--- config.mk ---
export PLATFORM = sky130hd
export DESIGN_NAME = sbas_ctrl
export DESIGN_NICKNAME = d
export VERILOG_FILES = /design/src/rtl/sbas_pkg.sv /design/src/rtl/sbas_ctrl.sv
export SDC_FILE = /design/constraint.sdc
export NUM_CORES = 1
export LEC_CHECK = 0
export BUFFER_PORTS_ARGS = -buffer_cell sky130_fd_sc_hd__buf_2
export CORE_MARGIN = 3
export CORE_UTILIZATION = 35
export CTS_BUF_LIST = sky130_fd_sc_hd__clkbuf_16
export DETAILED_ROUTE_END_ITERATION = 8
export GPL_TIMING_DRIVEN = 0
export PLACE_DENSITY = 0.52
export SLEW_MARGIN = 40
export SYNTH_ARGS = -nofsm -noshare
export SYNTH_HDL_FRONTEND = slang
export SYNTH_SLANG_ARGS = --single-unit
--- constraint.sdc ---
create_clock -name clk -period 2.8 [get_ports clk]
set_clock_uncertainty 0.05 [all_clocks]
set_input_delay 0.28 -clock clk [delete_from_list [all_inputs] [get_ports clk]]
set_output_delay 0.28 -clock clk [all_outputs]
set_load 0.02 [all_outputs]
--- src/rtl/sbas_pkg.sv ---
// Shared types, constants and tables of the softmax bandit arm selector.
`timescale 1ns / 1ps

package sbas_pkg;

    localparam int MAX_ARMS_DEF = 16;

    localparam int NUM_ARMS_W = 5;
    localparam int ETA_W      = 16;
    localparam int C_W        = 16;
    localparam int ALPHA_W    = 15;
    localparam int CFG_IDX_W  = 3;
    localparam int CFG_DATA_W = 16;
    localparam int STEP_W     = 5;

    localparam logic [NUM_ARMS_W-1:0] NUM_ARMS_RST = 5'd2;
    localparam logic [ETA_W-1:0]      ETA_RST      = 16'd1638;
    localparam logic [C_W-1:0]        C_PARAM_RST  = 16'd819;
    localparam logic [ALPHA_W-1:0]    ALPHA_RST    = 15'd11469;

    // Configuration register indexes.
    localparam logic [CFG_IDX_W-1:0] REG_NUM_ARMS = 3'd0;
    localparam logic [CFG_IDX_W-1:0] REG_ETA      = 3'd1;
    localparam logic [CFG_IDX_W-1:0] REG_C_PARAM  = 3'd2;
    localparam logic [CFG_IDX_W-1:0] REG_ALPHA    = 3'd3;

    // Last step index of each iterative unit.
    localparam logic [STEP_W-1:0] LOG_LAST  = 5'd15;
    localparam logic [STEP_W-1:0] EXP_LAST  = 5'd15;
    localparam logic [STEP_W-1:0] SQRT_LAST = 5'd23;
    localparam logic [STEP_W-1:0] DIV_LAST  = 5'd15;

    // log2(e) in Q.16.
    localparam logic [16:0] LOG2E_Q16 = 17'd94548;

    typedef struct packed {
        logic        action;
        logic [3:0]  arm;
        logic [15:0] reward;
        logic [15:0] random_draw;
    } sbas_item_t;

    typedef struct packed {
        logic [3:0] chosen_arm;
        logic       explored;
        logic       epoch_advanced;
    } sbas_result_t;

    typedef enum logic [4:0] {
        OP_NONE,
        OP_LOAD,
        OP_LOG_INIT,
        OP_LOG_STEP,
        OP_POW_MUL,
        OP_EXP_STEP,
        OP_ELEN_MUL,
        OP_ELEN,
        OP_THR,
        OP_DECIDE,
        OP_RR,
        OP_SQRT_STEP,
        OP_ES,
        OP_W_MUL,
        OP_MAX_CMP,
        OP_Q,
        OP_EXP_INIT,
        OP_EXP_STORE,
        OP_TGT,
        OP_PICK,
        OP_REW_INC,
        OP_REW_MUL,
        OP_DIV_STEP,
        OP_REW_END
    } sbas_op_t;

    typedef struct packed {
        sbas_op_t          op;
        logic [STEP_W-1:0] step;
    } sbas_cmd_t;

    typedef struct packed {
        logic action;
        logic explore_hit;
        logic in_use;
        logic rr_done;
        logic idx_last;
        logic pick_done;
    } sbas_status_t;

    // 2^(2^-(k+1)) in Q.16.
    function automatic logic [16:0] exp2_tab(input logic [3:0] k);
        logic [16:0] v;
        unique case (k)
            4'd0:    v = 17'd92682;
            4'd1:    v = 17'd77936;
            4'd2:    v = 17'd71468;
            4'd3:    v = 17'd68438;
            4'd4:    v = 17'd66971;
            4'd5:    v = 17'd66250;
            4'd6:    v = 17'd65892;
            4'd7:    v = 17'd65714;
            4'd8:    v = 17'd65625;
            4'd9:    v = 17'd65580;
            4'd10:   v = 17'd65558;
            4'd11:   v = 17'd65547;
            4'd12:   v = 17'd65542;
            4'd13:   v = 17'd65539;
            4'd14:   v = 17'd65537;
            default: v = 17'd65537;
        endcase
        return v;
    endfunction

endpackage

--- src/rtl/sbas_ctrl.sv ---
// Sequencing state machine of the arm selector.
`timescale 1ns / 1ps

module sbas_ctrl (
    input  logic                   clk,
    input  logic                   rst_n,
    input  logic                   start,
    input  sbas_pkg::sbas_status_t status,
    output sbas_pkg::sbas_cmd_t    cmd,
    output logic                   busy,
    output logic                   result_valid
);
    import sbas_pkg::*;

    typedef enum logic [25:0] {
        ST_IDLE      = 26'h0000001,
        ST_LOG_INIT  = 26'h0000002,
        ST_LOG       = 26'h0000004,
        ST_POW_MUL   = 26'h0000008,
        ST_POW_EXP   = 26'h0000010,
        ST_ELEN_MUL  = 26'h0000020,
        ST_ELEN      = 26'h0000040,
        ST_THR       = 26'h0000080,
        ST_DECIDE    = 26'h0000100,
        ST_RR        = 26'h0000200,
        ST_SQRT      = 26'h0000400,
        ST_ES        = 26'h0000800,
        ST_MAX_MUL   = 26'h0001000,
        ST_MAX_CMP   = 26'h0002000,
        ST_EXP_MUL   = 26'h0004000,
        ST_EXP_Q     = 26'h0008000,
        ST_EXP_INIT  = 26'h0010000,
        ST_EXP_RUN   = 26'h0020000,
        ST_EXP_STORE = 26'h0040000,
        ST_TGT       = 26'h0080000,
        ST_PICK      = 26'h0100000,
        ST_REW_INC   = 26'h0200000,
        ST_REW_MUL   = 26'h0400000,
        ST_DIV       = 26'h0800000,
        ST_REW_END   = 26'h1000000,
        ST_OUT       = 26'h2000000
    } sbas_state_t;

    sbas_state_t       state_reg, state_next;
    logic [STEP_W-1:0] step_reg, step_next;

    always_ff @(posedge clk or negedge rst_n)
    begin
        if (!rst_n)
        begin
            state_reg <= ST_IDLE;
            step_reg  <= '0;
        end
        else
        begin
            state_reg <= state_next;
            step_reg  <= step_next;
        end
    end

    always_comb
    begin
        state_next = state_reg;
        step_next  = step_reg;
        cmd.op     = OP_NONE;
        cmd.step   = step_reg;
        unique case (state_reg)
            ST_IDLE:
            begin
                if (start)
                begin
                    cmd.op     = OP_LOAD;
                    state_next = ST_LOG_INIT;
                end
            end
            ST_LOG_INIT:
            begin
                cmd.op     = OP_LOG_INIT;
                step_next  = '0;
                state_next = ST_LOG;
            end
            ST_LOG:
            begin
                cmd.op = OP_LOG_STEP;
                if (step_reg == LOG_LAST)
                    state_next = ST_POW_MUL;
                else
                    step_next = step_reg + 5'd1;
            end
            ST_POW_MUL:
            begin
                cmd.op     = OP_POW_MUL;
                step_next  = '0;
                state_next = ST_POW_EXP;
            end
            ST_POW_EXP:
            begin
                cmd.op = OP_EXP_STEP;
                if (step_reg == EXP_LAST)
                    state_next = ST_ELEN_MUL;
                else
                    step_next = step_reg + 5'd1;
            end
            ST_ELEN_MUL:
            begin
                cmd.op     = OP_ELEN_MUL;
                state_next = ST_ELEN;
            end
            ST_ELEN:
            begin
                cmd.op     = OP_ELEN;
                state_next = ST_THR;
            end
            ST_THR:
            begin
                cmd.op     = OP_THR;
                state_next = ST_DECIDE;
            end
            ST_DECIDE:
            begin
                cmd.op    = OP_DECIDE;
                step_next = '0;
                if (status.action)
                    state_next = status.in_use ? ST_REW_INC : ST_REW_END;
                else
                    state_next = status.explore_hit ? ST_RR : ST_SQRT;
            end
            ST_RR:
            begin
                cmd.op = OP_RR;
                if (status.rr_done)
                    state_next = ST_OUT;
            end
            ST_SQRT:
            begin
                cmd.op = OP_SQRT_STEP;
                if (step_reg == SQRT_LAST)
                    state_next = ST_ES;
                else
                    step_next = step_reg + 5'd1;
            end
            ST_ES:
            begin
                cmd.op     = OP_ES;
                state_next = ST_MAX_MUL;
            end
            ST_MAX_MUL:
            begin
                cmd.op     = OP_W_MUL;
                state_next = ST_MAX_CMP;
            end
            ST_MAX_CMP:
            begin
                cmd.op     = OP_MAX_CMP;
                state_next = status.idx_last ? ST_EXP_MUL : ST_MAX_MUL;
            end
            ST_EXP_MUL:
            begin
                cmd.op     = OP_W_MUL;
                state_next = ST_EXP_Q;
            end
            ST_EXP_Q:
            begin
                cmd.op     = OP_Q;
                state_next = ST_EXP_INIT;
            end
            ST_EXP_INIT:
            begin
                cmd.op     = OP_EXP_INIT;
                step_next  = '0;
                state_next = ST_EXP_RUN;
            end
            ST_EXP_RUN:
            begin
                cmd.op = OP_EXP_STEP;
                if (step_reg == EXP_LAST)
                    state_next = ST_EXP_STORE;
                else
                    step_next = step_reg + 5'd1;
            end
            ST_EXP_STORE:
            begin
                cmd.op     = OP_EXP_STORE;
                state_next = status.idx_last ? ST_TGT : ST_EXP_MUL;
            end
            ST_TGT:
            begin
                cmd.op     = OP_TGT;
                state_next = ST_PICK;
            end
            ST_PICK:
            begin
                cmd.op = OP_PICK;
                if (status.pick_done)
                    state_next = ST_OUT;
            end
            ST_REW_INC:
            begin
                cmd.op     = OP_REW_INC;
                state_next = ST_REW_MUL;
            end
            ST_REW_MUL:
            begin
                cmd.op     = OP_REW_MUL;
                step_next  = '0;
                state_next = ST_DIV;
            end
            ST_DIV:
            begin
                cmd.op = OP_DIV_STEP;
                if (step_reg == DIV_LAST)
                    state_next = ST_REW_END;
                else
                    step_next = step_reg + 5'd1;
            end
            ST_REW_END:
            begin
                cmd.op     = OP_REW_END;
                state_next = ST_OUT;
            end
            ST_OUT:
            begin
                state_next = ST_IDLE;
            end
            default:
            begin
                state_next = ST_IDLE;
            end
        endcase
    end

    assign busy         = (state_reg != ST_IDLE);
    assign result_valid = (state_reg == ST_OUT);

endmodule

==> flow_metrics.tcl <==
set metrics [dict create \
    status "finished, violations left" \
    failed_checks "setup timing" \
    setup.worst_path.start "state_reg[12]$_DFFE_PN0P_" \
    start_kind "flop" \
    track_usage_pct 19.6 \
    cp_top_family "simple AND/OR/NAND/NOR gates" \
    r2r-start "state_reg[22]$_DFFE_PN0P_" \
    drt-initial-drc-count 174 \
    layout_commonest_cell "buf_4" \
    synthesis.nets 251 \
    async_flop_share_pct 100 \
    yosys_warnings 0 \
    p_total_w 0.00216 \
    antenna_found_initial 0 \
    path_clk_slew_ns 0.06 \
    tightest_slew_ns 0.505 \
    period_minus_slack_ns 2.92 \
    stdcell_area_um2 3070 \
    hold_class "input pin to flop" \
    end_kind "primary output" \
    cp_common_cell "nor3_4" \
    mostFrequentLayoutCells "buf_4, nor2_1, nand2_1" \
    syn_avg_cell_area_um2 8.78 \
    ys_types 59 \
    gp_congestion 0.906 \
    worstSetupEndpoint "cmd[5]" \
    avgRoutedWirePerCell_um 18.0 \
    synth_edf_count 0 \
    ff2ff_setup_slack_ns 0.09 \
    insertion_delay_ns 0.28 \
    setup_viol 2 \
    wl_um 6960 \
    path_depth 8 \
    final_nets 324 \
    finalHoldViolCount 0 \
    cp_num_buf_inv 1 \
    ant_nets 0 \
    dp_cells 332 \
    cts_inserted_buffers 5 \
    placed_area_um2 2300 \
    start_util_pct 37.1 \
    io_pins 21 \
    totalNegativeSetupSlack_ns -0.188 \
    synth_cells 240 \
    crit_type "flop to primary output" \
    portBuffers 20 \
    setup_slack_ns -0.117 \
    whs_ns 0.139 \
    grt_max_degree 32 \
    avgViaCountPerCell 5.71 \
    dieArea_um2 6990 \
    reg2reg_depth 9 \
    clk_path_buf_depth 2 \
    max_freq_ghz 0.343 \
    use_met1_pct 26.1 \
    rsz0062_at_grt "true" \
    dp_hpwl_um 4550 \
    diodes 0 \
    grt_pass1_wl_um 10900 \
    synth-main-ff-cell "dfrtp_1" \
    nFillCells 512 \
    crit_chain "or4_4, nor3_4, nand3_4, nor4b_4, nand2b_4, nor3_4, nand4_1, buf_6" \
    synth.cell_area_um2 2110 \
    power.density_nw_per_um2 702 \
    critPathSlowestCell "or4_4" \
    synth-seq-cells 31 \
    cts_sinks 31 \
    die_h_um 83.6 \
    crit_fanout 6 \
    stdcell_count 386 \
    rows 27 \
    grt_pass1_vias 2107 \
    drc 0 \
    area_growth_pct 45.7 \
    maxCapViolCount 0 \
    largest_register_ffs 26 \
    r2r_end "state_reg[23]$_DFFE_PN0P_" \
    use_met3_pct 4.15 \
    cts-root-buf "clkbuf_16" \
    final_max_slew_viol_count 0 \
    ys_seq_area_share_pct 36.9 \
    htreeDepth 2 \
    dr_total_vias 2204 \
    cp_slowest_stage_delay_ns 0.58 \
    max_slew_margin_pct 65.9 \
    leakage_nw 1.38 \
    min_period_over_period_pct 104 \
    fp.dieW_um 83.6 \
    core-area_um2 5680 \
    dr.pass1.iters 4 \
    vdd_drop_max_uv 458 \
    drive_gt1_share_pct 45.2 \
    required_ns 2.47 \
    arrival_ns 2.59 \
    grt_most_used_layer "met2" \
    grt_overflow_total 0 \
    cts_tree "yes" \
    grt_util_met2_pct 31.6 \
]
worst min-delay path by stage:
stage	from	endpoint	slack, ns	cells after the start
floorplan	rst_n	state_reg[10]$_DFFE_PN0P_	-0.07	0
global placement	rst_n	state_reg[15]$_DFFE_PN0P_	0.35	1
detailed placement	rst_n	state_reg[12]$_DFFE_PN0P_	0.34	1
CTS	rst_n	step_reg[2]$_DFFE_PN0P_	0.05	1
global route	status[4]	state_reg[10]$_DFFE_PN0P_	0.14	2
finish	status[4]	state_reg[10]$_DFFE_PN0P_	0.14	2
stage by stage:
step	utilization, %	setup WS, ns
CTS	50.3	-0.0616
detailed placement	40.5	-0.288
global route	54.1	-0.245
global placement	40.5	-0.270
finish	54.1	-0.117
floorplan	-	0.153
logic make-up (layout without fill, tap and decap cells):
logic type	count (synthesis)	count (layout)	synth area share [%]
and+or+nand+nor	149	149	42.5
muxes	1	1	0.534
AOI/OAI and AO/OA	39	39	14.0
adders and majority gates	2	2	1.19
xor gates and xnor gates	4	4	1.66
buffers and inverters	14	88	3.21
DFF	31	31	36.9
what timing repair did:
| item | in CTS | in global routing |
|---|---|---|
| endpoints found under the setup margin | 10 | 19 |
| endpoints found under the hold margin | 0 | 30 |
| hold buffers | 0 | 1 |
| resized for setup | 49 | 18 |
| pin swaps | 23 | 14 |
| buffers inserted | 29 | 19 |
| cloned | 0 | 0 |
metal layers:
layer / vias up / wire (µm) / share of wire [%]
li1: 1052 / - / -
met1: 1060 / 3100 / 45
met2: 74 / 3270 / 47
met3: 18 / 412 / 5.9
met4: 0 / 167 / 2.4
met5: - / 0 / 0
synthesized netlist by cell type, types with 2 or more instances:
cell	number	area [µm²]
a21o_2	2	17.5
a21oi_1	8	40.0
a31oi_1	3	18.8
and2_1	2	12.5
buf_6	2	22.5
clkbuf_1	3	11.3
dfrtp_1	30	751
ha_1	2	25.0
inv_1	9	33.8
nand2_1	24	90.1
nand2b_1	6	37.5
nand3_1	11	55.1
nand4_1	10	62.6
nor2_1	27	101
nor2b_1	4	25.0
nor3_1	16	80.1
nor4_1	9	56.3
nor4_4	3	63.8
nor4b_1	6	52.6
o2111ai_1	2	17.5
o21a_1	3	22.5
o21ai_0	6	30.0
o22ai_1	2	12.5
o31ai_1	2	15.0
or3_1	5	31.3
or3_2	2	15.0
or4_1	4	30.0
or4_4	4	45.0
xnor2_1	2	17.5
xor2_1	2	17.5
worst reg2reg max path, cell delays in order, from the launching register on:
cell	delay, ns
dfrtp_2	0.43
or4_4	0.60
nor3_4	0.28
buf_4	0.17
nand4_1	0.23
and4_4	0.33
o2111ai_4	0.24
buf_4	0.18
nand2_1	0.05
o21ai_0	0.07
layout make-up:
type,count,area [µm²],area share (%)
Inverter,9,33.8,1.10
Sequential cell,31,793,25.8
Buffer,2,15.0,0.489
Timing Repair Buffer,69,504,16.4
Clock buffer,5,125,4.07
Tap cell,72,90.1,2.93
Multi-Input combinational cell,195,1500,48.7
Clock inverter,3,12.5,0.407
where the power goes:
group	leakage (nW)	internal (W)	switching, W	total, W
combinational	0.911	0.000489	0.000592	0.00108
clock	0.0724	0.000321	0.000191	0.000512
sequential	0.394	0.000499	0.0000629	0.000562
total	1.38	0.00131	0.000846	0.00216
Note: power is estimated with default switching activity, not from simulation.
